<file path="src/rtl/core/rmcc_pkg.sv">
// Shared types and constants of the rover motor command controller.
`default_nettype none
package rmcc_pkg;

   localparam int DUTY_BITS       = 10;
   localparam int TURN_COUNT_BITS = 16;
   localparam int MOTOR_COUNT     = 4;
   localparam int BRIDGE_BITS     = 2 * MOTOR_COUNT;
   localparam int BYTE_BITS       = 8;
   localparam int REPLY_BITS      = 4;

   localparam logic [DUTY_BITS-1:0]       DUTY_MAX_VALUE  = {DUTY_BITS{1'b1}};
   localparam logic [DUTY_BITS-1:0]       MAX_DUTY_RESET  = DUTY_BITS'(1000);
   localparam logic [DUTY_BITS-1:0]       MIN_DUTY_RESET  = DUTY_BITS'(100);
   localparam logic [DUTY_BITS-1:0]       STEP_SIZE_RESET = DUTY_BITS'(50);
   localparam logic [DUTY_BITS-1:0]       TURN_DUTY_RESET = DUTY_BITS'(400);
   localparam logic [TURN_COUNT_BITS-1:0] TURN_TICKS_RESET = TURN_COUNT_BITS'(200);
   localparam logic [DUTY_BITS-1:0]       START_DUTY_RESET = DUTY_BITS'(550);

   // Bridge leg patterns: bit 2k forward leg, bit 2k+1 reverse leg of motor k+1
   localparam logic [BRIDGE_BITS-1:0] BRIDGE_OFF     = 8'h00;
   localparam logic [BRIDGE_BITS-1:0] BRIDGE_FORWARD = 8'h55;
   localparam logic [BRIDGE_BITS-1:0] BRIDGE_REVERSE = 8'hAA;
   localparam logic [BRIDGE_BITS-1:0] BRIDGE_SPIN_A  = 8'hA5;
   localparam logic [BRIDGE_BITS-1:0] BRIDGE_SPIN_B  = 8'h5A;

   // Command letters, upper case, and the bounds of the lower case range
   localparam logic [BYTE_BITS-1:0] CHAR_F = 8'h46;
   localparam logic [BYTE_BITS-1:0] CHAR_B = 8'h42;
   localparam logic [BYTE_BITS-1:0] CHAR_L = 8'h4C;
   localparam logic [BYTE_BITS-1:0] CHAR_R = 8'h52;
   localparam logic [BYTE_BITS-1:0] CHAR_U = 8'h55;
   localparam logic [BYTE_BITS-1:0] CHAR_D = 8'h44;
   localparam logic [BYTE_BITS-1:0] CHAR_S = 8'h53;
   localparam logic [BYTE_BITS-1:0] CHAR_LOWER_A = 8'h61;
   localparam logic [BYTE_BITS-1:0] CHAR_LOWER_Z = 8'h7A;
   localparam logic [BYTE_BITS-1:0] CASE_OFFSET  = 8'h20;

   localparam logic CMD_BYTE = 1'b0;
   localparam logic CMD_TICK = 1'b1;

   // Register file
   localparam int CSR_DATA_BITS  = 32;
   localparam int CSR_ADDR_BITS  = 5;
   localparam int CSR_INDEX_BITS = 3;
   localparam logic [CSR_INDEX_BITS-1:0] CSR_MAX_DUTY   = 3'd0;
   localparam logic [CSR_INDEX_BITS-1:0] CSR_MIN_DUTY   = 3'd1;
   localparam logic [CSR_INDEX_BITS-1:0] CSR_STEP_SIZE  = 3'd2;
   localparam logic [CSR_INDEX_BITS-1:0] CSR_TURN_DUTY  = 3'd3;
   localparam logic [CSR_INDEX_BITS-1:0] CSR_TURN_TICKS = 3'd4;
   localparam logic [CSR_INDEX_BITS-1:0] CSR_START_DUTY = 3'd5;

   // Command queue between front and back
   localparam int QUEUE_DEPTH    = 2;
   localparam int QUEUE_PTR_BITS = $clog2(QUEUE_DEPTH);

   typedef enum logic [3:0] {
      OP_NONE,
      OP_TICK,
      OP_FWD,
      OP_BACK,
      OP_LEFT,
      OP_RIGHT,
      OP_UP,
      OP_DOWN,
      OP_STOP
   } op_type;

   typedef enum logic [REPLY_BITS-1:0] {
      REPLY_NONE   = 4'd0,
      REPLY_FWD    = 4'd1,
      REPLY_BACK   = 4'd2,
      REPLY_LEFT   = 4'd3,
      REPLY_RIGHT  = 4'd4,
      REPLY_UP     = 4'd5,
      REPLY_DOWN   = 4'd6,
      REPLY_STOP   = 4'd7,
      REPLY_AT_MAX = 4'd8,
      REPLY_AT_MIN = 4'd9
   } reply_type;

   typedef struct packed {
      logic [DUTY_BITS-1:0]       max_duty;
      logic [DUTY_BITS-1:0]       min_duty;
      logic [DUTY_BITS-1:0]       step_size;
      logic [DUTY_BITS-1:0]       turn_duty;
      logic [TURN_COUNT_BITS-1:0] turn_ticks;
   } cfg_type;

   typedef struct packed {
      logic   valid;
      op_type op;
   } queue_entry_type;

endpackage
`default_nettype wire

</file>
<file path="src/rtl/core/rmcc_req_if.sv">
// Input channel: command kind and received byte.
`default_nettype none
interface rmcc_req_if import rmcc_pkg::*; ();
   logic                 valid;
   logic                 ready;
   logic                 command;
   logic [BYTE_BITS-1:0] rx_byte;

   modport source (output valid, output command, output rx_byte, input ready);
   modport sink   (input valid, input command, input rx_byte, output ready);
endinterface
`default_nettype wire

</file>
<file path="src/rtl/core/rmcc_rsp_if.sv">
// Result channel: applied duties, bridge legs, reply code and turn flag.
`default_nettype none
interface rmcc_rsp_if import rmcc_pkg::*; ();
   logic                   valid;
   logic                   ready;
   logic [DUTY_BITS-1:0]   duty_one;
   logic [DUTY_BITS-1:0]   duty_two;
   logic [DUTY_BITS-1:0]   duty_three;
   logic [DUTY_BITS-1:0]   duty_four;
   logic [BRIDGE_BITS-1:0] bridge_pins;
   logic [REPLY_BITS-1:0]  reply;
   logic                   turning;

   modport source (output valid, output duty_one, output duty_two, output duty_three,
                   output duty_four, output bridge_pins, output reply, output turning,
                   input ready);
   modport sink   (input valid, input duty_one, input duty_two, input duty_three,
                   input duty_four, input bridge_pins, input reply, input turning,
                   output ready);
endinterface
`default_nettype wire

</file>
<file path="src/rtl/core/rmcc_csr.sv">
// APB register file holding the speed and turn settings.
`default_nettype none
module rmcc_csr import rmcc_pkg::*; (
   input  logic                     clock,
   input  logic                     reset,
   input  logic                     psel,
   input  logic                     penable,
   input  logic                     pwrite,
   input  logic [CSR_ADDR_BITS-1:0] paddr,
   input  logic [CSR_DATA_BITS-1:0] pwdata,
   output logic [CSR_DATA_BITS-1:0] prdata,
   output logic                     pready,
   output cfg_type                  cfg
);

   logic [DUTY_BITS-1:0]       max_duty_ff, max_duty_in;
   logic [DUTY_BITS-1:0]       min_duty_ff, min_duty_in;
   logic [DUTY_BITS-1:0]       step_size_ff, step_size_in;
   logic [DUTY_BITS-1:0]       turn_duty_ff, turn_duty_in;
   logic [TURN_COUNT_BITS-1:0] turn_ticks_ff, turn_ticks_in;
   logic [DUTY_BITS-1:0]       start_duty_ff, start_duty_in;
   logic [CSR_INDEX_BITS-1:0]  index;
   logic                       wr_en;

   assign pready = 1'b1;
   assign index  = paddr[CSR_ADDR_BITS-1:2];
   assign wr_en  = psel & penable & pwrite & pready;

   always_comb begin
      max_duty_in   = max_duty_ff;
      min_duty_in   = min_duty_ff;
      step_size_in  = step_size_ff;
      turn_duty_in  = turn_duty_ff;
      turn_ticks_in = turn_ticks_ff;
      start_duty_in = start_duty_ff;
      if (wr_en) begin
         unique case (index)
            CSR_MAX_DUTY:   max_duty_in   = DUTY_BITS'(pwdata);
            CSR_MIN_DUTY:   min_duty_in   = DUTY_BITS'(pwdata);
            CSR_STEP_SIZE:  step_size_in  = DUTY_BITS'(pwdata);
            CSR_TURN_DUTY:  turn_duty_in  = DUTY_BITS'(pwdata);
            CSR_TURN_TICKS: turn_ticks_in = TURN_COUNT_BITS'(pwdata);
            CSR_START_DUTY: start_duty_in = DUTY_BITS'(pwdata);
            default: ;
         endcase
      end
   end

   always_comb begin
      unique case (index)
         CSR_MAX_DUTY:   prdata = CSR_DATA_BITS'(max_duty_ff);
         CSR_MIN_DUTY:   prdata = CSR_DATA_BITS'(min_duty_ff);
         CSR_STEP_SIZE:  prdata = CSR_DATA_BITS'(step_size_ff);
         CSR_TURN_DUTY:  prdata = CSR_DATA_BITS'(turn_duty_ff);
         CSR_TURN_TICKS: prdata = CSR_DATA_BITS'(turn_ticks_ff);
         CSR_START_DUTY: prdata = CSR_DATA_BITS'(start_duty_ff);
         default:        prdata = '0;
      endcase
   end

   always_ff @(posedge clock) begin
      if (reset) begin
         max_duty_ff   <= MAX_DUTY_RESET;
         min_duty_ff   <= MIN_DUTY_RESET;
         step_size_ff  <= STEP_SIZE_RESET;
         turn_duty_ff  <= TURN_DUTY_RESET;
         turn_ticks_ff <= TURN_TICKS_RESET;
         start_duty_ff <= START_DUTY_RESET;
      end else begin
         max_duty_ff   <= max_duty_in;
         min_duty_ff   <= min_duty_in;
         step_size_ff  <= step_size_in;
         turn_duty_ff  <= turn_duty_in;
         turn_ticks_ff <= turn_ticks_in;
         start_duty_ff <= start_duty_in;
      end
   end

   // start duty is only read back: reset always loads the default into the motors
   assign cfg.max_duty   = max_duty_ff;
   assign cfg.min_duty   = min_duty_ff;
   assign cfg.step_size  = step_size_ff;
   assign cfg.turn_duty  = turn_duty_ff;
   assign cfg.turn_ticks = turn_ticks_ff;

endmodule
`default_nettype wire

</file>
<file path="src/rtl/core/rmcc_front.sv">
// Front end: accepts input items and classifies them into operations.
`default_nettype none
module rmcc_front import rmcc_pkg::*; (
   rmcc_req_if.sink        req,
   input  logic            queue_full,
   output queue_entry_type push
);

   logic [BYTE_BITS-1:0] upper;
   op_type               op;

   assign upper = (req.rx_byte >= CHAR_LOWER_A && req.rx_byte <= CHAR_LOWER_Z)
                  ? req.rx_byte - CASE_OFFSET : req.rx_byte;

   always_comb begin
      if (req.command == CMD_TICK) begin
         op = OP_TICK;
      end else begin
         unique case (upper)
            CHAR_F:  op = OP_FWD;
            CHAR_B:  op = OP_BACK;
            CHAR_L:  op = OP_LEFT;
            CHAR_R:  op = OP_RIGHT;
            CHAR_U:  op = OP_UP;
            CHAR_D:  op = OP_DOWN;
            CHAR_S:  op = OP_STOP;
            default: op = OP_NONE;
         endcase
      end
   end

   assign req.ready  = ~queue_full;
   assign push.valid = req.valid & ~queue_full;
   assign push.op    = op;

endmodule
`default_nettype wire

</file>
<file path="src/rtl/core/rmcc_queue.sv">
// Short operation queue between the front end and the execution back end.
`default_nettype none
module rmcc_queue import rmcc_pkg::*; (
   input  logic            clock,
   input  logic            reset,
   input  queue_entry_type push,
   input  logic            pop_ready,
   output queue_entry_type head,
   output logic            full
);

   op_type                    entry_ff [QUEUE_DEPTH];
   logic [QUEUE_PTR_BITS-1:0] wr_ptr_ff, wr_ptr_in;
   logic [QUEUE_PTR_BITS-1:0] rd_ptr_ff, rd_ptr_in;
   logic [QUEUE_PTR_BITS:0]   count_ff, count_in;
   logic                      do_pop;

   assign full       = (count_ff == (QUEUE_PTR_BITS+1)'(QUEUE_DEPTH));
   assign head.valid = (count_ff != '0);
   assign head.op    = entry_ff[rd_ptr_ff];
   assign do_pop     = head.valid & pop_ready;

   always_comb begin
      wr_ptr_in = push.valid ? wr_ptr_ff + 1'b1 : wr_ptr_ff;
      rd_ptr_in = do_pop ? rd_ptr_ff + 1'b1 : rd_ptr_ff;
      count_in  = count_ff;
      if (push.valid && !do_pop) begin
         count_in = count_ff + 1'b1;
      end else if (!push.valid && do_pop) begin
         count_in = count_ff - 1'b1;
      end
   end

   always_ff @(posedge clock) begin
      if (reset) begin
         wr_ptr_ff <= '0;
         rd_ptr_ff <= '0;
         count_ff  <= '0;
      end else begin
         wr_ptr_ff <= wr_ptr_in;
         rd_ptr_ff <= rd_ptr_in;
         count_ff  <= count_in;
      end
   end

   always_ff @(posedge clock) begin
      if (push.valid) begin
         entry_ff[wr_ptr_ff] <= push.op;
      end
   end

endmodule
`default_nettype wire

</file>
<file path="src/rtl/core/rmcc_back.sv">
// Back end: executes operations on the motor state and registers each result.
`default_nettype none
module rmcc_back import rmcc_pkg::*; (
   input  logic            clock,
   input  logic            reset,
   input  cfg_type         cfg,
   input  queue_entry_type head,
   output logic            pop_ready,
   rmcc_rsp_if.source      rsp
);

   logic [DUTY_BITS-1:0]       motor_ff [MOTOR_COUNT];
   logic [DUTY_BITS-1:0]       motor_in [MOTOR_COUNT];
   logic [DUTY_BITS-1:0]       saved_ff [MOTOR_COUNT];
   logic [DUTY_BITS-1:0]       saved_in [MOTOR_COUNT];
   logic [DUTY_BITS-1:0]       reference_ff, reference_in;
   logic                       reverse_ff, reverse_in;
   logic [BRIDGE_BITS-1:0]     bridge_ff, bridge_in;
   logic [TURN_COUNT_BITS-1:0] remaining_ff, remaining_in;
   logic                       active_ff, active_in;
   reply_type                  reply;

   logic                       out_valid_ff, out_valid_in;
   logic [DUTY_BITS-1:0]       out_duty_ff [MOTOR_COUNT];
   logic [BRIDGE_BITS-1:0]     out_bridge_ff;
   logic [REPLY_BITS-1:0]      out_reply_ff;
   logic                       out_turning_ff;

   logic                       fire;
   logic [DUTY_BITS-1:0]       max_a, max_b, max_all, min_a, min_b, min_all;
   logic [DUTY_BITS:0]         up_sum;
   logic [DUTY_BITS-1:0]       up_duty, down_duty;
   logic [TURN_COUNT_BITS-1:0] remaining_dec;
   logic                       spin_a;

   assign pop_ready    = ~out_valid_ff | rsp.ready;
   assign fire         = head.valid & pop_ready;

   assign max_a   = (motor_ff[1] > motor_ff[0]) ? motor_ff[1] : motor_ff[0];
   assign max_b   = (motor_ff[3] > motor_ff[2]) ? motor_ff[3] : motor_ff[2];
   assign max_all = (max_b > max_a) ? max_b : max_a;
   assign min_a   = (motor_ff[1] < motor_ff[0]) ? motor_ff[1] : motor_ff[0];
   assign min_b   = (motor_ff[3] < motor_ff[2]) ? motor_ff[3] : motor_ff[2];
   assign min_all = (min_b < min_a) ? min_b : min_a;

   assign up_sum    = {1'b0, max_all} + {1'b0, cfg.step_size};
   assign up_duty   = up_sum[DUTY_BITS] ? DUTY_MAX_VALUE : up_sum[DUTY_BITS-1:0];
   assign down_duty = (min_all > cfg.step_size) ? min_all - cfg.step_size : '0;

   assign remaining_dec = remaining_ff - TURN_COUNT_BITS'(1);
   // left while forward or right while reverse spins one way, else the other
   assign spin_a = (head.op == OP_LEFT) != reverse_ff;

   always_comb begin
      motor_in     = motor_ff;
      saved_in     = saved_ff;
      reference_in = reference_ff;
      reverse_in   = reverse_ff;
      bridge_in    = bridge_ff;
      remaining_in = remaining_ff;
      active_in    = active_ff;
      reply        = REPLY_NONE;
      if (head.op == OP_TICK) begin
         if (active_ff) begin
            remaining_in = remaining_dec;
            if (remaining_dec == '0) begin
               bridge_in = BRIDGE_OFF;
               motor_in  = saved_ff;
               active_in = 1'b0;
            end
         end
      end else if (!active_ff) begin
         case (head.op)
            OP_FWD: begin
               bridge_in  = BRIDGE_FORWARD;
               reverse_in = 1'b0;
               reply      = REPLY_FWD;
            end
            OP_BACK: begin
               bridge_in  = BRIDGE_REVERSE;
               reverse_in = 1'b1;
               reply      = REPLY_BACK;
            end
            OP_STOP: begin
               bridge_in = BRIDGE_OFF;
               reply     = REPLY_STOP;
            end
            OP_LEFT, OP_RIGHT: begin
               reply        = (head.op == OP_LEFT) ? REPLY_LEFT : REPLY_RIGHT;
               saved_in     = motor_ff;
               reference_in = cfg.turn_duty;
               if (cfg.turn_ticks == '0) begin
                  // zero length turn: starts and ends at once
                  bridge_in = BRIDGE_OFF;
               end else begin
                  bridge_in    = spin_a ? BRIDGE_SPIN_A : BRIDGE_SPIN_B;
                  remaining_in = cfg.turn_ticks;
                  active_in    = 1'b1;
                  for (int i = 0; i < MOTOR_COUNT; i++) begin
                     motor_in[i] = cfg.turn_duty;
                  end
               end
            end
            OP_UP: begin
               if (reference_ff < cfg.max_duty) begin
                  reference_in = up_duty;
                  for (int i = 0; i < MOTOR_COUNT; i++) begin
                     motor_in[i] = up_duty;
                  end
                  reply = REPLY_UP;
               end else begin
                  reply = REPLY_AT_MAX;
               end
            end
            OP_DOWN: begin
               if (reference_ff > cfg.min_duty) begin
                  reference_in = down_duty;
                  for (int i = 0; i < MOTOR_COUNT; i++) begin
                     motor_in[i] = down_duty;
                  end
                  reply = REPLY_DOWN;
               end else begin
                  reply = REPLY_AT_MIN;
               end
            end
            default: ;
         endcase
      end
   end

   assign out_valid_in = fire | (out_valid_ff & ~rsp.ready);

   always_ff @(posedge clock) begin
      if (reset) begin
         for (int i = 0; i < MOTOR_COUNT; i++) begin
            motor_ff[i] <= START_DUTY_RESET;
            saved_ff[i] <= '0;
         end
         reference_ff <= START_DUTY_RESET;
         reverse_ff   <= 1'b0;
         bridge_ff    <= BRIDGE_FORWARD;
         remaining_ff <= '0;
         active_ff    <= 1'b0;
         out_valid_ff <= 1'b0;
      end else begin
         if (fire) begin
            motor_ff     <= motor_in;
            saved_ff     <= saved_in;
            reference_ff <= reference_in;
            reverse_ff   <= reverse_in;
            bridge_ff    <= bridge_in;
            remaining_ff <= remaining_in;
            active_ff    <= active_in;
         end
         out_valid_ff <= out_valid_in;
      end
   end

   always_ff @(posedge clock) begin
      if (fire) begin
         out_duty_ff    <= motor_in;
         out_bridge_ff  <= bridge_in;
         out_reply_ff   <= reply;
         out_turning_ff <= active_in;
      end
   end

   assign rsp.valid       = out_valid_ff;
   assign rsp.duty_one    = out_duty_ff[0];
   assign rsp.duty_two    = out_duty_ff[1];
   assign rsp.duty_three  = out_duty_ff[2];
   assign rsp.duty_four   = out_duty_ff[3];
   assign rsp.bridge_pins = out_bridge_ff;
   assign rsp.reply       = out_reply_ff;
   assign rsp.turning     = out_turning_ff;

endmodule
`default_nettype wire

</file>
<file path="src/rtl/core/rover_motor_command_controller_core.sv">
// Top level of the rover motor command controller.
`default_nettype none
// Takes one item per clock while the queue is not full: a received byte (F/B/S
// direction and stop, U/D speed step, L/R timed spin) or a timer tick, and returns
// exactly one result per item with the four applied duties, the H-bridge leg
// pattern, a reply code and the turn flag. The front end decodes the byte and
// writes a two-entry queue; the back end executes one queued operation per cycle
// into a result register while the result side accepts, so each item passes
// through a queue entry and then the result register, and the sustained rate is
// one item per cycle. Up to three items are absorbed while the result side
// stalls. Settings are written over the APB port at byte offsets 4*i; the start
// duty register is read back only, reset always loads the default start duty
// into the motors.
module rover_motor_command_controller_core import rmcc_pkg::*; (
   input  logic                     clock,
   input  logic                     reset,
   rmcc_req_if.sink                 req,
   rmcc_rsp_if.source               rsp,
   input  logic                     psel,
   input  logic                     penable,
   input  logic                     pwrite,
   input  logic [CSR_ADDR_BITS-1:0] paddr,
   input  logic [CSR_DATA_BITS-1:0] pwdata,
   output logic [CSR_DATA_BITS-1:0] prdata,
   output logic                     pready
);

   cfg_type         cfg;
   queue_entry_type push;
   queue_entry_type head;
   logic            queue_full;
   logic            pop_ready;

   rmcc_csr u_csr (
      .clock   (clock),
      .reset   (reset),
      .psel    (psel),
      .penable (penable),
      .pwrite  (pwrite),
      .paddr   (paddr),
      .pwdata  (pwdata),
      .prdata  (prdata),
      .pready  (pready),
      .cfg     (cfg)
   );

   rmcc_front u_front (
      .req        (req),
      .queue_full (queue_full),
      .push       (push)
   );

   rmcc_queue u_queue (
      .clock     (clock),
      .reset     (reset),
      .push      (push),
      .pop_ready (pop_ready),
      .head      (head),
      .full      (queue_full)
   );

   rmcc_back u_back (
      .clock     (clock),
      .reset     (reset),
      .cfg       (cfg),
      .head      (head),
      .pop_ready (pop_ready),
      .rsp       (rsp)
   );

`ifndef SYNTHESIS
   // a turn in progress always shows a spin pattern on the bridges
   assert property (@(posedge clock) disable iff (reset)
      rsp.valid && rsp.turning |->
         (rsp.bridge_pins == BRIDGE_SPIN_A || rsp.bridge_pins == BRIDGE_SPIN_B))
      else $error("turn active without spin bridge pattern");

   // a successful speed step leaves all motors at one duty
   assert property (@(posedge clock) disable iff (reset)
      rsp.valid && (rsp.reply == REPLY_UP || rsp.reply == REPLY_DOWN) |->
         (rsp.duty_one == rsp.duty_two && rsp.duty_two == rsp.duty_three &&
          rsp.duty_three == rsp.duty_four))
      else $error("speed step left unequal duties");

   // a turn that ends in the same transfer it starts in turns the bridges off
   assert property (@(posedge clock) disable iff (reset)
      rsp.valid && (rsp.reply == REPLY_LEFT || rsp.reply == REPLY_RIGHT) && !rsp.turning |->
         rsp.bridge_pins == BRIDGE_OFF)
      else $error("zero length turn left bridges on");

   // a full queue never takes a push
   assert property (@(posedge clock) disable iff (reset)
      queue_full |-> !push.valid)
      else $error("push into full queue");
`endif

endmodule
`default_nettype wire

</file>
<file path="src/flat_wrapper.sv">
// flat-port wrapper written by rule: the top's interface ports become plain ports
module rover_motor_command_controller_core_flat import rmcc_pkg::*;
  (clock, reset, psel, penable, pwrite, paddr, pwdata, prdata, pready, req_valid, req_command, req_rx_byte, req_ready, rsp_valid, rsp_duty_one, rsp_duty_two, rsp_duty_three, rsp_duty_four, rsp_bridge_pins, rsp_reply, rsp_turning, rsp_ready);
  rmcc_req_if req_i ();
  rmcc_rsp_if rsp_i ();
  input  logic clock;
  input  logic reset;
  input  logic psel;
  input  logic penable;
  input  logic pwrite;
  input  logic [CSR_ADDR_BITS-1:0] paddr;
  input  logic [CSR_DATA_BITS-1:0] pwdata;
  output logic [CSR_DATA_BITS-1:0] prdata;
  output logic pready;
  input wire logic [$bits(req_i.valid)-1:0] req_valid;
  input wire logic [$bits(req_i.command)-1:0] req_command;
  input wire logic [$bits(req_i.rx_byte)-1:0] req_rx_byte;
  output wire logic [$bits(req_i.ready)-1:0] req_ready;
  output wire logic [$bits(rsp_i.valid)-1:0] rsp_valid;
  output wire logic [$bits(rsp_i.duty_one)-1:0] rsp_duty_one;
  output wire logic [$bits(rsp_i.duty_two)-1:0] rsp_duty_two;
  output wire logic [$bits(rsp_i.duty_three)-1:0] rsp_duty_three;
  output wire logic [$bits(rsp_i.duty_four)-1:0] rsp_duty_four;
  output wire logic [$bits(rsp_i.bridge_pins)-1:0] rsp_bridge_pins;
  output wire logic [$bits(rsp_i.reply)-1:0] rsp_reply;
  output wire logic [$bits(rsp_i.turning)-1:0] rsp_turning;
  input wire logic [$bits(rsp_i.ready)-1:0] rsp_ready;
  assign req_i.valid = req_valid;
  assign req_i.command = req_command;
  assign req_i.rx_byte = req_rx_byte;
  assign req_ready = req_i.ready;
  assign rsp_valid = rsp_i.valid;
  assign rsp_duty_one = rsp_i.duty_one;
  assign rsp_duty_two = rsp_i.duty_two;
  assign rsp_duty_three = rsp_i.duty_three;
  assign rsp_duty_four = rsp_i.duty_four;
  assign rsp_bridge_pins = rsp_i.bridge_pins;
  assign rsp_reply = rsp_i.reply;
  assign rsp_turning = rsp_i.turning;
  assign rsp_i.ready = rsp_ready;
  rover_motor_command_controller_core u_core (.clock(clock), .reset(reset), .req(req_i), .rsp(rsp_i), .psel(psel), .penable(penable), .pwrite(pwrite), .paddr(paddr), .pwdata(pwdata), .prdata(prdata), .pready(pready));
endmodule
</file>
<file path="config.mk">
export PLATFORM = sky130hd
export DESIGN_NAME = rover_motor_command_controller_core_flat
export DESIGN_NICKNAME = d
export VERILOG_FILES = /design/src/rtl/core/rmcc_pkg.sv /design/src/rtl/core/rmcc_req_if.sv /design/src/rtl/core/rmcc_rsp_if.sv /design/src/rtl/core/rmcc_csr.sv /design/src/rtl/core/rmcc_front.sv /design/src/rtl/core/rmcc_queue.sv /design/src/rtl/core/rmcc_back.sv /design/src/rtl/core/rover_motor_command_controller_core.sv /design/src/flat_wrapper.sv
export SDC_FILE = /design/constraint.sdc
export NUM_CORES = 1
export LEC_CHECK = 0
export BUFFER_PORTS_ARGS = -buffer_cell sky130_fd_sc_hd__clkbuf_2
export CAP_MARGIN = 20
export CORE_UTILIZATION = 60
export CTS_CLUSTER_DIAMETER = 30
export DETAILED_ROUTE_END_ITERATION = 10
export PLACE_DENSITY = 0.89
export SLEW_MARGIN = 20
export SYNTH_ARGS = -nofsm -noshare
export SYNTH_HDL_FRONTEND = slang
export SYNTH_HIERARCHICAL = 1
export SYNTH_SLANG_ARGS = --single-unit
export TNS_END_PERCENT = 20
</file>
<file path="constraint.sdc">
create_clock -name clock -period 7.05 [get_ports clock]
set_input_delay 1.0575 -clock clock [delete_from_list [all_inputs] [get_ports clock]]
set_output_delay 1.0575 -clock clock [all_outputs]
set_load 0.01 [all_outputs]
</file>
==> impl_metrics.csv <==
group,metric,value,unit
outcome,status,"finished, final reports clean",
layout,ff_latch_area,5595,µm²
global_routing,track_usage,34.77,%
layout,most-common-layout-cells,"188 x dfxtp_1, 175 x nand2_1, 154 x a21oi_1, 152 x nor2_1, 122 x mux2i_1",
layout,final_layout_size_suffix_gt1_share,16.24,%
timing,period_share,98.14,%
worst_setup_path,cp-start-kind,"flop",
timing,tightest_slew,1.130,ns
yosys,avgSynthCellArea,8.573,µm²
timing,hold_viol,0,
clocking,cts_sinks,249,
layout,instances_no_fill,2270,
layout,multi_input_area,9146,µm²
timing,fmaxAchievable,144.5,MHz
timing,min_period,6.919,ns
worst_setup_path,r2r_slack,0.13,ns
placed_design,dp_cells,2174,
worst_setup_path,required,7.34,ns
clocking,cts-htree-levels,2,
global_routing,grt_pass1_vias,14110,
worst_setup_path,worst-path-max-fanout,13,
job,cap_viol_max_count,0,
floorplanning,die_h,162.6,µm
detailed_routing,route.detailed.drc,0,
floorplanning,dieArea,26450,µm²
layout,diodes,0,
clocking,postCtsHoldBufs,0,
worst_setup_path,endpoint,"u_core/u_back/rsp.duty_three[8]$_DFFE_PP_",
detailed_routing,viasPerCell,6.538,
worst_hold_path,min-delay-start,"u_core/u_back/saved_ff[12]$_SDFFE_PP0P_",
timing,setup_viol,0,
detailed_routing,wl_per_cell,20.61,µm
floorplanning,die_w,162.6,µm
yosys,synthFlopType,"dfxtp_1",
global_routing,grt_max_degree,73,
floorplanning,num_io_pins,141,
yosys,yosysWarnings,6,
clocking,cts_root_buffer,"clkbuf_16",
worst_setup_path,end_kind,"flop",
worst_setup_path,reg2reg_depth,27,
timing,relSlewSlack,24.58,%
timing,drv_slew,0,
placed_design,place_worst_setup_slack,0.09752,ns
timing,skew,0.02184,ns
placed_design,dpl.hpwl,32290,µm
layout,area_delta_synth_final,16.76,%
yosys,synth_cells,1806,
layout,final_common_cell,"dfxtp_1",
worst_setup_path,worst_ep_arrival_time,7.21,ns
worst_hold_path,min_path_type,"flop to flop",
placed_design,port_buffers,105,
detailed_routing,vias,14840,
yosys,synth_cell_types,85,
detailed_routing,drtIter0Drc,1734,
yosys,async_reset_ff_share,0,%
timing,rsz0062_at_grt,"true",
clocking,worstSkewPairLatency,0.55,ns
floorplanning,start_util,61.31,%
timing,tns,0,ns
layout,fillers,1858,
clocking,clk_pin_slew,0.05,ns
yosys,synth.cell_area,15480,µm²
global_routing,overflow,0,
detailed_routing,first_pass_iters,8,
clocking,clock_path_buffers,3,
layout,fin_util,71.59,%
placed_design,gp_congestion,1.016,
clocking,numCtsBuffers,50,
detailed_routing,drt-total-wl,46790,µm
layout,final_nets,2035,
yosys,synth_edf_count,61,
worst_setup_path,crit_type,"flop to flop",
worst_setup_path,reg2reg_to,"u_core/u_back/rsp.duty_three[8]$_DFFE_PP_",
yosys,ys_ff_latch,249,
floorplanning,coreArea,25250,µm²
detailed_routing,ant_nets,0,
worst_setup_path,r2r_start,"u_core/u_back/motor_ff[14]$_SDFFE_PP0P_",
global_routing,antenna_found_initial,0,
clocking,cts_tree,"done",
timing,layout_setup_ws,0.1314,ns
floorplanning,row_count,58,
global_routing,grt_pass1_wl,73160,µm
worst_setup_path,critPathLaunch,"u_core/u_back/motor_ff[14]$_SDFFE_PP0P_",
yosys,yosysSeqAreaShare,36.14,%
==> metal layers <==
metal	global-route usage [%]	share of wire (%)	up-vias
li1	-	-	6754
met1	42.03	39	7031
met2	57.81	47	849
met3	6.621	8.4	207
met4	20.01	5.6	0
met5	0	0	-
==> timing repair <==
action,CTS,global route
setup buffers,0,0
resized for setup,0,16
endpoints found under the setup margin,0,77
endpoints found under the hold margin,0,0
==> sequential cells by signal (all words and copies together), names as in the netlist, 8 cells and up, named ones only <==
name / cells
u_core/u_queue/entry_ff: 8
u_core/u_back/motor_ff: 40
u_core/u_back/remaining_ff: 16
u_core/u_back/reference_ff: 10
u_core/u_back/rsp.duty_one: 10
u_core/u_back/rsp.duty_four: 10
u_core/u_csr/min_duty_ff: 10
u_core/u_back/saved_ff: 40
u_core/u_back/rsp.duty_three: 10
u_core/u_csr/turn_duty_ff: 10
u_core/u_csr/max_duty_ff: 10
u_core/u_back/rsp.duty_two: 10
u_core/u_csr/turn_ticks_ff: 16
u_core/u_back/bridge_ff: 8
u_core/u_back/rsp.bridge_pins: 8
u_core/u_csr/step_size_ff: 10
u_core/u_csr/start_duty_ff: 10
==> final cells by class <==
cell class / count / area share [%]
sequential: 249 / 30.95
clock buffer: 62 / 7.917
timing repair buffer: 142 / 4.512
inverter: 91 / 1.896
tap: 330 / 2.284
multi-input combinational: 1364 / 50.59
clock inverter: 32 / 1.848
==> cell usage after synthesis (5+ instances only) <==
| master | number | share of area, % |
|---|---|---|
| edfxtp_1 | 61 | 12 |
| a221o_1 | 14 | 0.91 |
| a22oi_1 | 19 | 0.92 |
| o221a_2 | 24 | 1.7 |
| nor2b_1 | 20 | 0.81 |
| nand3b_1 | 8 | 0.39 |
| o21ai_0 | 104 | 3.4 |
| a211oi_1 | 15 | 0.73 |
| nand3_1 | 31 | 1.0 |
| and3_1 | 19 | 0.77 |
| dfxtp_1 | 188 | 24 |
| a311oi_1 | 11 | 0.62 |
| nor2_1 | 155 | 3.8 |
| a21boi_0 | 5 | 0.24 |
| buf_4 | 20 | 0.97 |
| clkbuf_1 | 76 | 1.8 |
| o21a_1 | 14 | 0.68 |
| a32oi_1 | 7 | 0.40 |
| nand4_1 | 17 | 0.69 |
| mux2i_1 | 122 | 7.9 |
| xor2_1 | 11 | 0.62 |
| a21o_1 | 28 | 1.4 |
| nand2b_1 | 67 | 2.7 |
| o31ai_1 | 15 | 0.73 |
| nor3_1 | 29 | 0.94 |
| nand2_1 | 175 | 4.2 |
| a211o_1 | 10 | 0.57 |
| a2bb2oi_1 | 7 | 0.40 |
| nor4_1 | 9 | 0.36 |
| a21oi_1 | 155 | 5.0 |
| buf_1 | 6 | 0.15 |
| inv_1 | 90 | 2.2 |
| o211ai_1 | 19 | 0.92 |
| xnor2_1 | 10 | 0.57 |
| ha_1 | 82 | 6.6 |
| or3_1 | 16 | 0.65 |
| a31oi_1 | 14 | 0.57 |
| mux2_2 | 20 | 1.5 |
| o22ai_1 | 10 | 0.40 |
| and2_1 | 11 | 0.44 |
| buf_2 | 10 | 0.32 |
==> through the flow <==
stage / hold slack, ns / instance area [µm²]
after floorplan: 0.4332 / 15540
after global placement: 0.4389 / 16210
after detailed placement: 0.4469 / 16210
after CTS: 0.4541 / 17980
after global routing: 0.4710 / 18080
final: 0.4536 / 18080
==> cells by family after synthesis <==
kind of cell	Yosys count	share of synthesized area [%]
buf+inv	208	5.810
simple gates	589	18.64
other cells	2	0.04850
compound gates	511	21.95
xor+xnor	21	1.188
mux	142	9.341
flops	249	36.14
fa+ha+maj	84	6.885
==> worst min path at each step <==
| stage | slack (ns) | endpoint | depth (start not counted) |
|---|---|---|---|
| floorplan | 0.43 | u_core/u_back/saved_ff[11]$_SDFFE_PP0P_ | 2 |
| global placement | 0.44 | u_core/u_back/saved_ff[31]$_SDFFE_PP0P_ | 2 |
| detailed placement | 0.45 | u_core/u_back/saved_ff[12]$_SDFFE_PP0P_ | 2 |
| CTS | 0.45 | u_core/u_back/saved_ff[12]$_SDFFE_PP0P_ | 2 |
| global route | 0.47 | u_core/u_back/saved_ff[12]$_SDFFE_PP0P_ | 2 |
| finish | 0.45 | u_core/u_back/saved_ff[12]$_SDFFE_PP0P_ | 2 |
==> worst max-delay path, stage by stage, from the launching register on <==
cell	delay [ns]
dfxtp_1	0.43
inv_1	0.15
ha_1	0.33
and3_1	0.14
nand3_1	0.09
o21bai_1	0.19
a32oi_1	0.29
buf_12	0.20
mux2i_1	0.25
inv_1	0.07
ha_1	0.31
a21o_1	0.16
a21o_1	0.16
a21oi_1	0.21
o211ai_1	0.17
a211oi_1	0.20
buf_4	0.25
mux2i_1	0.36
ha_1	0.35
and3_1	0.25
a221o_1	0.43
a221o_1	0.39
nand2b_1	0.13
buf_4	0.17
o31ai_1	0.11
a21oi_1	0.40
nor2_1	0.17
o221a_2	0.29
Power is left out: the tool's default activity adds up to more than one toggle a clock period on the data nets, which glitch-free logic cannot reach.
